File: src/rtl/core/slfd_pkg.sv
// Package for the sync/length frame deframer: widths, limits, register
// indexes and the types passed between its modules. No dependencies.
`default_nettype none

package slfd_pkg;

   localparam int BYTE_W         = 8;
   localparam int POS_W          = 6;
   localparam int PC_W           = 8;
   localparam int POSITION_LIMIT = 51;
   localparam int CSR_IDX_W      = 1;
   localparam int CSR_DATA_W     = 8;
   localparam int REQ_DATA_W     = 8;
   localparam int RSP_DATA_W     = 16;

   localparam logic [BYTE_W-1:0] SYNC_FIRST_RESET  = 8'hff;
   localparam logic [BYTE_W-1:0] SYNC_SECOND_RESET = 8'h55;

   typedef enum logic [CSR_IDX_W-1:0] {
      CSR_SYNC_FIRST  = 1'b0,
      CSR_SYNC_SECOND = 1'b1
   } csr_index_type;

   typedef struct packed {
      logic [BYTE_W-1:0] sync_first;
      logic [BYTE_W-1:0] sync_second;
   } cfg_type;

   typedef struct packed {
      logic              valid;
      logic [BYTE_W-1:0] payload_byte;
      logic [POS_W-1:0]  payload_position;
      logic              frame_done;
      logic              frame_aborted;
   } result_type;

endpackage

`default_nettype wire

File: src/rtl/core/slfd_csr.sv
// Configuration registers of the deframer (sync byte pair).
// Depends on slfd_pkg.
`default_nettype none

module slfd_csr (
   input  wire logic                            clock,
   input  wire logic                            reset,
   input  wire logic                            csr_we,
   input  wire logic [slfd_pkg::CSR_IDX_W-1:0]  csr_index,
   input  wire logic [slfd_pkg::CSR_DATA_W-1:0] csr_wdata,
   output slfd_pkg::cfg_type                    cfg
);
   import slfd_pkg::*;

   cfg_type cfg_ff;
   cfg_type cfg_in;

   always_comb begin
      cfg_in = cfg_ff;
      if (csr_we) begin
         case (csr_index)
            CSR_SYNC_FIRST:  cfg_in.sync_first  = csr_wdata[BYTE_W-1:0];
            CSR_SYNC_SECOND: cfg_in.sync_second = csr_wdata[BYTE_W-1:0];
            default:         cfg_in = cfg_ff;
         endcase
      end
   end

   always_ff @(posedge clock) begin
      if (reset) begin
         cfg_ff.sync_first  <= SYNC_FIRST_RESET;
         cfg_ff.sync_second <= SYNC_SECOND_RESET;
      end else begin
         cfg_ff <= cfg_in;
      end
   end

   assign cfg = cfg_ff;

endmodule

`default_nettype wire

File: src/rtl/core/slfd_core.sv
// Frame parser state and its per-byte update: sync detection, length capture,
// payload counting, completion and abort. Depends on slfd_pkg.
`default_nettype none

module slfd_core (
   input  wire logic                        clock,
   input  wire logic                        reset,
   input  wire logic                        step_en,
   input  wire logic [slfd_pkg::BYTE_W-1:0] rx_byte,
   input  slfd_pkg::cfg_type                cfg,
   output slfd_pkg::result_type             res
);
   import slfd_pkg::*;

   localparam logic [PC_W-1:0] LIMIT = PC_W'(POSITION_LIMIT);

   logic              in_frame_ff, in_frame_in;
   logic [BYTE_W-1:0] prev_ff, prev_in;
   logic [PC_W-1:0]   pc_ff, pc_in;
   logic [BYTE_W-1:0] remaining_ff, remaining_in;
   logic [PC_W-1:0]   pc_step;
   logic [PC_W-1:0]   pc_inc;
   logic              emit;
   logic [POS_W-1:0]  pos;
   logic              done;
   logic              aborted;

   always_comb begin
      in_frame_in  = in_frame_ff;
      prev_in      = prev_ff;
      remaining_in = remaining_ff;
      pc_step      = pc_ff;
      emit         = 1'b0;
      pos          = '0;
      done         = 1'b0;
      aborted      = 1'b0;

      // A second sync byte seen while idle never becomes the remembered byte.
      if (!in_frame_ff && (rx_byte == cfg.sync_second)) begin
         if (prev_ff == cfg.sync_first) begin
            pc_step     = PC_W'(1);
            in_frame_in = 1'b1;
         end
      end else begin
         prev_in = rx_byte;
         if (in_frame_ff) begin
            if (pc_ff == PC_W'(2)) begin
               remaining_in = rx_byte;
            end else if (pc_ff > PC_W'(2)) begin
               remaining_in = remaining_ff - BYTE_W'(1);
               emit         = 1'b1;
               pos          = POS_W'(pc_ff - PC_W'(2));
            end
         end
      end

      pc_inc = pc_step + PC_W'(1);
      pc_in  = pc_inc;

      // The counter also runs while idle and wraps to zero past the limit.
      if (pc_inc > LIMIT) begin
         pc_in       = '0;
         aborted     = in_frame_in;
         in_frame_in = 1'b0;
      end

      if (in_frame_in && (remaining_in == '0) && (pc_in > PC_W'(3))) begin
         in_frame_in = 1'b0;
         pc_in       = '0;
         done        = 1'b1;
      end
   end

   always_ff @(posedge clock) begin
      if (reset) begin
         in_frame_ff  <= 1'b0;
         prev_ff      <= '0;
         pc_ff        <= '0;
         remaining_ff <= '0;
      end else if (step_en) begin
         in_frame_ff  <= in_frame_in;
         prev_ff      <= prev_in;
         pc_ff        <= pc_in;
         remaining_ff <= remaining_in;
      end
   end

   assign res.valid            = emit;
   assign res.payload_byte     = rx_byte;
   assign res.payload_position = pos;
   assign res.frame_done       = done;
   assign res.frame_aborted    = aborted;

endmodule

`default_nettype wire

File: src/rtl/core/sync_length_frame_deframer_unit.sv
// Sync/length frame deframer. Takes one received byte per transaction and
// finds frames that start with the configured two-byte sync pair, followed
// by a length byte and the payload. Each payload byte leaves as one result
// transaction with its position from 1; tlast marks the byte that completes
// the frame and tuser marks a frame dropped at the position limit. Header
// and idle bytes give no result. A byte can be accepted every cycle: it is
// held in an input register and processed by the parser once the output
// register is free, and its result is loaded into the output register, from
// which it can be taken as soon as it shows. Throughput drops only while the
// output register holds a result that the downstream side has not taken;
// the input register then keeps taking one more byte. The user must write the
// sync bytes through the csr_ port only while no byte is in flight; the block
// itself does not enforce this. Depends on slfd_pkg, slfd_csr and slfd_core.
`default_nettype none

module sync_length_frame_deframer_unit (
   input  wire logic                            clock,
   input  wire logic                            reset,
   // Received byte stream. tdata: [7:0] rx_byte.
   input  wire logic                            req_tvalid,
   output logic                                 req_tready,
   input  wire logic [slfd_pkg::REQ_DATA_W-1:0] req_tdata,
   // Payload stream. tdata: [7:0] payload_byte, [13:8] payload_position,
   // [15:14] zero. tlast: frame_done. tuser: frame_aborted.
   output logic                                 rsp_tvalid,
   input  wire logic                            rsp_tready,
   output logic [slfd_pkg::RSP_DATA_W-1:0]      rsp_tdata,
   output logic                                 rsp_tlast,
   output logic                                 rsp_tuser,
   // Configuration writes.
   input  wire logic                            csr_we,
   input  wire logic [slfd_pkg::CSR_IDX_W-1:0]  csr_index,
   input  wire logic [slfd_pkg::CSR_DATA_W-1:0] csr_wdata
);
   import slfd_pkg::*;

   cfg_type           cfg;
   result_type        res;
   logic              in_valid_ff, in_valid_in;
   logic [BYTE_W-1:0] in_byte_ff;
   logic              rsp_valid_ff, rsp_valid_in;
   result_type        rsp_data_ff;
   logic              req_accept;
   logic              proc_fire;

   slfd_csr u_csr (
      .clock     (clock),
      .reset     (reset),
      .csr_we    (csr_we),
      .csr_index (csr_index),
      .csr_wdata (csr_wdata),
      .cfg       (cfg)
   );

   slfd_core u_core (
      .clock   (clock),
      .reset   (reset),
      .step_en (proc_fire),
      .rx_byte (in_byte_ff),
      .cfg     (cfg),
      .res     (res)
   );

   // The held byte is processed only when the output register is free.
   assign proc_fire  = in_valid_ff && (!rsp_valid_ff || rsp_tready);
   assign req_tready = !in_valid_ff || proc_fire;
   assign req_accept = req_tvalid && req_tready;

   always_comb begin
      in_valid_in = in_valid_ff;
      if (req_accept) begin
         in_valid_in = 1'b1;
      end else if (proc_fire) begin
         in_valid_in = 1'b0;
      end

      rsp_valid_in = rsp_valid_ff;
      if (proc_fire) begin
         rsp_valid_in = res.valid;
      end else if (rsp_tready) begin
         rsp_valid_in = 1'b0;
      end
   end

   always_ff @(posedge clock) begin
      if (reset) begin
         in_valid_ff  <= 1'b0;
         rsp_valid_ff <= 1'b0;
      end else begin
         in_valid_ff  <= in_valid_in;
         rsp_valid_ff <= rsp_valid_in;
      end
   end

   always_ff @(posedge clock) begin
      if (req_accept) begin
         in_byte_ff <= req_tdata[BYTE_W-1:0];
      end
      if (proc_fire) begin
         rsp_data_ff <= res;
      end
   end

   assign rsp_tvalid = rsp_valid_ff;
   assign rsp_tdata  = {(RSP_DATA_W - BYTE_W - POS_W)'(0),
                        rsp_data_ff.payload_position,
                        rsp_data_ff.payload_byte};
   assign rsp_tlast  = rsp_data_ff.frame_done;
   assign rsp_tuser  = rsp_data_ff.frame_aborted;

endmodule

`default_nettype wire

File: config.mk
export PLATFORM = sky130hd
export DESIGN_NAME = sync_length_frame_deframer_unit
export DESIGN_NICKNAME = d
export VERILOG_FILES = /design/src/rtl/core/slfd_pkg.sv /design/src/rtl/core/slfd_csr.sv /design/src/rtl/core/slfd_core.sv /design/src/rtl/core/sync_length_frame_deframer_unit.sv
export SDC_FILE = /design/constraint.sdc
export NUM_CORES = 1
export LEC_CHECK = 0
export BUFFER_PORTS_ARGS = -buffer_cell sky130_fd_sc_hd__buf_2
export CAP_MARGIN = 25
export CORE_ASPECT_RATIO = 1.75
export CORE_MARGIN = 1
export CORE_UTILIZATION = 54
export CTS_BUF_LIST = sky130_fd_sc_hd__clkbuf_4
export DETAILED_ROUTE_END_ITERATION = 8
export GPL_TIMING_DRIVEN = 1
export HOLD_SLACK_MARGIN = 0.08
export PLACE_DENSITY_LB_ADDON = 0.25
export SYNTH_ARGS = -nofsm -noshare
export SYNTH_HDL_FRONTEND = slang
export SYNTH_SLANG_ARGS = --single-unit
File: constraint.sdc
create_clock -name clock -period 3.1 [get_ports clock]
set_input_delay 0.31 -clock clock [delete_from_list [all_inputs] [get_ports clock]]
set_output_delay 0.31 -clock clock [all_outputs]
set_load 0.01 [all_outputs]
==> summary.md <==
The run gives 33 as the largest net degree at the start of global routing. For the placeable core region, the log shows 5880 sq um. The final layout contains 444 nets. The max-capacitance violation count is 0, and the area fraction of the dominant cell type after synthesis is 26.2%. The cell area after synthesis is 3290 sq um, and the number of cells produced by synthesis is 356.

After detailed routing, the number of vias per cell comes to 5.69. Summing the areas of all compound-gate instances in the mapped netlist gives 13.4% of the synthesized area. The floorplan die width came out at 61.0 um. After synthesis, the cell types taking the most area are sky130_fd_sc_hd__dfxtp_1 (26%), sky130_fd_sc_hd__edfxtp_1 (22%), sky130_fd_sc_hd__nand2_1 (4.8%). The synthesized netlist devotes 23.1% of its cell area to simple gates. Once layout is complete, the utilization of the core stands at 67.2%. The area enclosed by the die boundary came out at 6410 sq um. Type of the worst min-delay path: in2reg. CTS placed an instance of sky130_fd_sc_hd__clkbuf_4 at the clock tree root. In this run the power density over the cells is 460 nW/um^2. Synthesis inferred 67 register bits. After synthesis, the netlist uses 56 different library cells.

The cell area after placement is 3630 sq um, and the biggest fanout along the worst timing path is 5. Detailed routing inserted a total of 2856 vias. Critical register-to-register path startpoint: in_byte_ff[2]. The worst setup path is captured at a flop. For this run, asynchronously set or reset flops after synthesis account for 0%.

The number of DRC markers after the initial detailed-route iteration came out at 146. During synthesis, Yosys emitted a total of 0 warnings. The most used flip-flop cell after synthesis is sky130_fd_sc_hd__dfxtp_1. Dividing the detail-routed wire length by the instance count gives 16.3 um. Hold is met by 106 ps. The biggest area contributor in the post-synthesis netlist is sky130_fd_sc_hd__dfxtp_1. The count of buffers from port buffering works out to 39. The run gives 9 as the total CTS buffers. The worst setup path is of the reg2reg kind.

The number of synthesized flops with an enable pin was 24; the number of sinks driven by the clock tree was 67. Count of unresolved DRC violations after routing: 0. After routing the design area is 3950 sq um.

The count of nets left with antenna violations once routing finished came out at 0. For the final count of negative-setup-slack endpoints, the log shows 0. The number of cell instances on the worst register-to-register path is 14, and the average footprint of a synthesized cell is 9.23 sq um. Across every metal layer, demand over resource in global routing totals 28.1%. Headroom to the max-slew limit came out at 43.2%.

Start point of the worst min-delay path: csr_wdata[5]. Across the VDD grid, the largest voltage drop is 0.413 mV. The kind of start point of the critical path is a flop. The worst register-to-register path ends at u_core.pc_ff[2]. Compared with the post-synthesis result, the final layout area differs by 20.3%. The reg-to-reg setup timing slack is 110 ps, and the count of pins over their slew limit is 0.

At the end of routability-driven placement, the weighted congestion stood at 0.952. The share of the synthesized netlist area taken by xor and xnor gates is 5.60%, and the reported leakage power is 1.60 nW. The via count of the first global-routing pass is 2699, and the slew at the pin closest to its max-slew limit is 849 ps. The timing-limited maximum frequency came out at 335 MHz.

The H-tree generated during clock tree synthesis spans 3 levels. By area, the combinational part of the netlist is dominated by simple AND/OR/NAND/NOR gates. The flow ran to the end, and the final reports show no timing, DRC or antenna violations. The floorplan has 37 rows. The portion of the clock cycle consumed by the worst path in the final layout is 96.4%. TritonCTS built the clock tree. The wire-length estimate of the detail-placed layout is 5900 um. Data on the critical path is required at its endpoint by 3440 ps. Sink of the worst hold path: u_csr.cfg[13]. The detailed-routing iteration count for the pre-antenna-repair pass came out at 5.

Cells with a size suffix above 1 make up 24.1% of the layout. Of the total synthesized cell area, the portion taken by full adders, half adders and majority gates is 1.14%. Measured along the y axis, the die boundary spans 105 um.

The multiplexer share of the synthesized area is 2.44%. On the final layout, the worst clock skew is 13.5 ps. The clock-pin slew on the worst setup and hold paths was 130 ps; the cell depth of the worst hold path was 3. The run gives 0 as the hold violation count in the final report.

In the synthesized netlist, the cells that appear most often are sky130_fd_sc_hd__dfxtp_1 (43), sky130_fd_sc_hd__nand2_1 (42), sky130_fd_sc_hd__nor2_1 (35). After detailed routing, the total wire length is 8190 um. The remaining global-route overflow was 0. The clock period minus worst slack is 2990 ps. The logs give 48.1% for the portion of the post-synthesis area used by sequential elements and 0 for the number of antenna cells inserted.

For the worst setup path, the data arrival time is 3330 ps. Initial antenna violation count: 0. Pin placement for this block handled 42 I/O pins. Once the floorplan was initialized, standard cells occupied 55.9% of the core.

The maximum number of buffers from clock root to sink was 2. The tools report the global-route wire length before repair as 12900 um. At the later pin of the worst-skew pair, clock insertion delay measures 430 ps.

Among all cell types in the netlist, the one instantiated most often is sky130_fd_sc_hd__dfxtp_1.
==> metrics by stage <==
step / instances / setup slack [ps] / setup TNS, ps / power, mW
CTS: 497 / 0.242 / 0 / 1.82
finish: 502 / 112 / 0 / 1.82
global placement: 474 / 156 / 0 / 1.15
floorplan: 357 / 86.8 / 0 / 1.09
global route: 502 / -123 / -409 / 1.88
detailed placement: 474 / 36.2 / 0 / 1.15
==> cell usage in the layout, fill, tap and decap left out, types with 3 or more instances in the layout <==
| cell | instances |
|---|---|
| sky130_fd_sc_hd__nor4_1 | 4 |
| sky130_fd_sc_hd__buf_2 | 39 |
| sky130_fd_sc_hd__mux2i_1 | 8 |
| sky130_fd_sc_hd__clkbuf_4 | 9 |
| sky130_fd_sc_hd__nor2_1 | 34 |
| sky130_fd_sc_hd__nand3_1 | 27 |
| sky130_fd_sc_hd__dfxtp_1 | 43 |
| sky130_fd_sc_hd__nand2_1 | 42 |
| sky130_fd_sc_hd__o2bb2ai_1 | 3 |
| sky130_fd_sc_hd__inv_1 | 13 |
| sky130_fd_sc_hd__xor2_1 | 10 |
| sky130_fd_sc_hd__o21a_1 | 3 |
| sky130_fd_sc_hd__nand3b_1 | 4 |
| sky130_fd_sc_hd__nor3_1 | 8 |
| sky130_fd_sc_hd__a31oi_1 | 4 |
| sky130_fd_sc_hd__o21ai_1 | 3 |
| sky130_fd_sc_hd__dlygate4sd3_1 | 8 |
| sky130_fd_sc_hd__buf_4 | 30 |
| sky130_fd_sc_hd__o21ai_0 | 5 |
| sky130_fd_sc_hd__edfxtp_1 | 24 |
| sky130_fd_sc_hd__and2_1 | 4 |
| sky130_fd_sc_hd__and3_1 | 6 |
| sky130_fd_sc_hd__a21oi_1 | 21 |
| sky130_fd_sc_hd__nand4b_1 | 4 |
| sky130_fd_sc_hd__xnor2_1 | 11 |
==> cells by family after synthesis <==
kind of cell,count (synthesis)
AND/OR/NAND/NOR,152
flip-flops,67
AO/OA/AOI/OAI,64
buffers and inverters,40
XOR/XNOR,21
multiplexers,8
adder cells (fa/ha/maj),3
other,1
==> repair_timing <==
action,in CTS,in global routing
setup buffers,0,4
setup endpoints to repair,0,8
hold buffers,7,1
endpoints found under the hold margin,7,1
resized for setup,0,13
==> state kept, by name (all words and copies together) (netlist names) <==
name and cells:
in_valid_ff 1, u_core.pc_ff 8, u_core.prev_ff 8, rsp_tuser 1
u_core.in_frame_ff 1, rsp_tdata 14, rsp_tlast 1, u_core.remaining_ff 8
rsp_tvalid 1, u_csr.cfg 16, in_byte_ff 8
==> final cells by class <==
| class | instances | area, sq um |
|---|---|---|
| fill | 485 | 1930 |
| timing repair buffer | 77 | 500 |
| clock inverter | 7 | 98.8 |
| inverter | 14 | 52.6 |
| multi-input combinational | 250 | 1560 |
| sequential | 67 | 1580 |
| clock buffer | 9 | 67.6 |
| tap | 78 | 97.6 |
==> where the power goes <==
group	internal [mW]	switching [mW]	leakage [nW]
logic	0.0799	0.0978	0.935
registers	0.945	0.0229	0.583
clock network	0.332	0.342	0.0869
==> worst max-delay path: stages, from the launching register on <==
cell and delay [ps]:
sky130_fd_sc_hd__edfxtp_1 430, sky130_fd_sc_hd__xnor2_1 220, sky130_fd_sc_hd__nand4_1 150, sky130_fd_sc_hd__nor4_2 300, sky130_fd_sc_hd__and3_4 250, sky130_fd_sc_hd__or2_2 110
sky130_fd_sc_hd__ha_2 210, sky130_fd_sc_hd__nand3_2 120, sky130_fd_sc_hd__nor2_2 160, sky130_fd_sc_hd__nor3_1 70, sky130_fd_sc_hd__a31oi_1 150, sky130_fd_sc_hd__a211o_1 200
sky130_fd_sc_hd__nor2b_4 220, sky130_fd_sc_hd__nor3_1 70, sky130_fd_sc_hd__a32o_1 230
==> worst max-delay path by stage <==
stage,start,endpoint,slack (ps),cells after the start
2_1_floorplan,in_byte_ff[7],u_core.in_frame_ff,90,14
3_3_place_gp,in_byte_ff[7],u_core.pc_ff[2],160,14
3_5_place_dp,in_byte_ff[4],u_core.pc_ff[2],40,14
4_1_cts,in_byte_ff[2],u_core.pc_ff[2],0.2,14
5_1_grt,in_byte_ff[2],u_core.pc_ff[2],-120,14
6_report,in_byte_ff[2],u_core.pc_ff[2],110,14
==> metal layers <==
layer | vias up | track usage (%) | wire length [um]
met5 | - | 0 | 0
met4 | 0 | 15.3 | 356
met3 | 30 | 5.07 | 352
met2 | 107 | 50.3 | 4660
met1 | 1324 | 29.0 | 2820
li1 | 1395 | - | -
(Power assumes the default switching activity.)
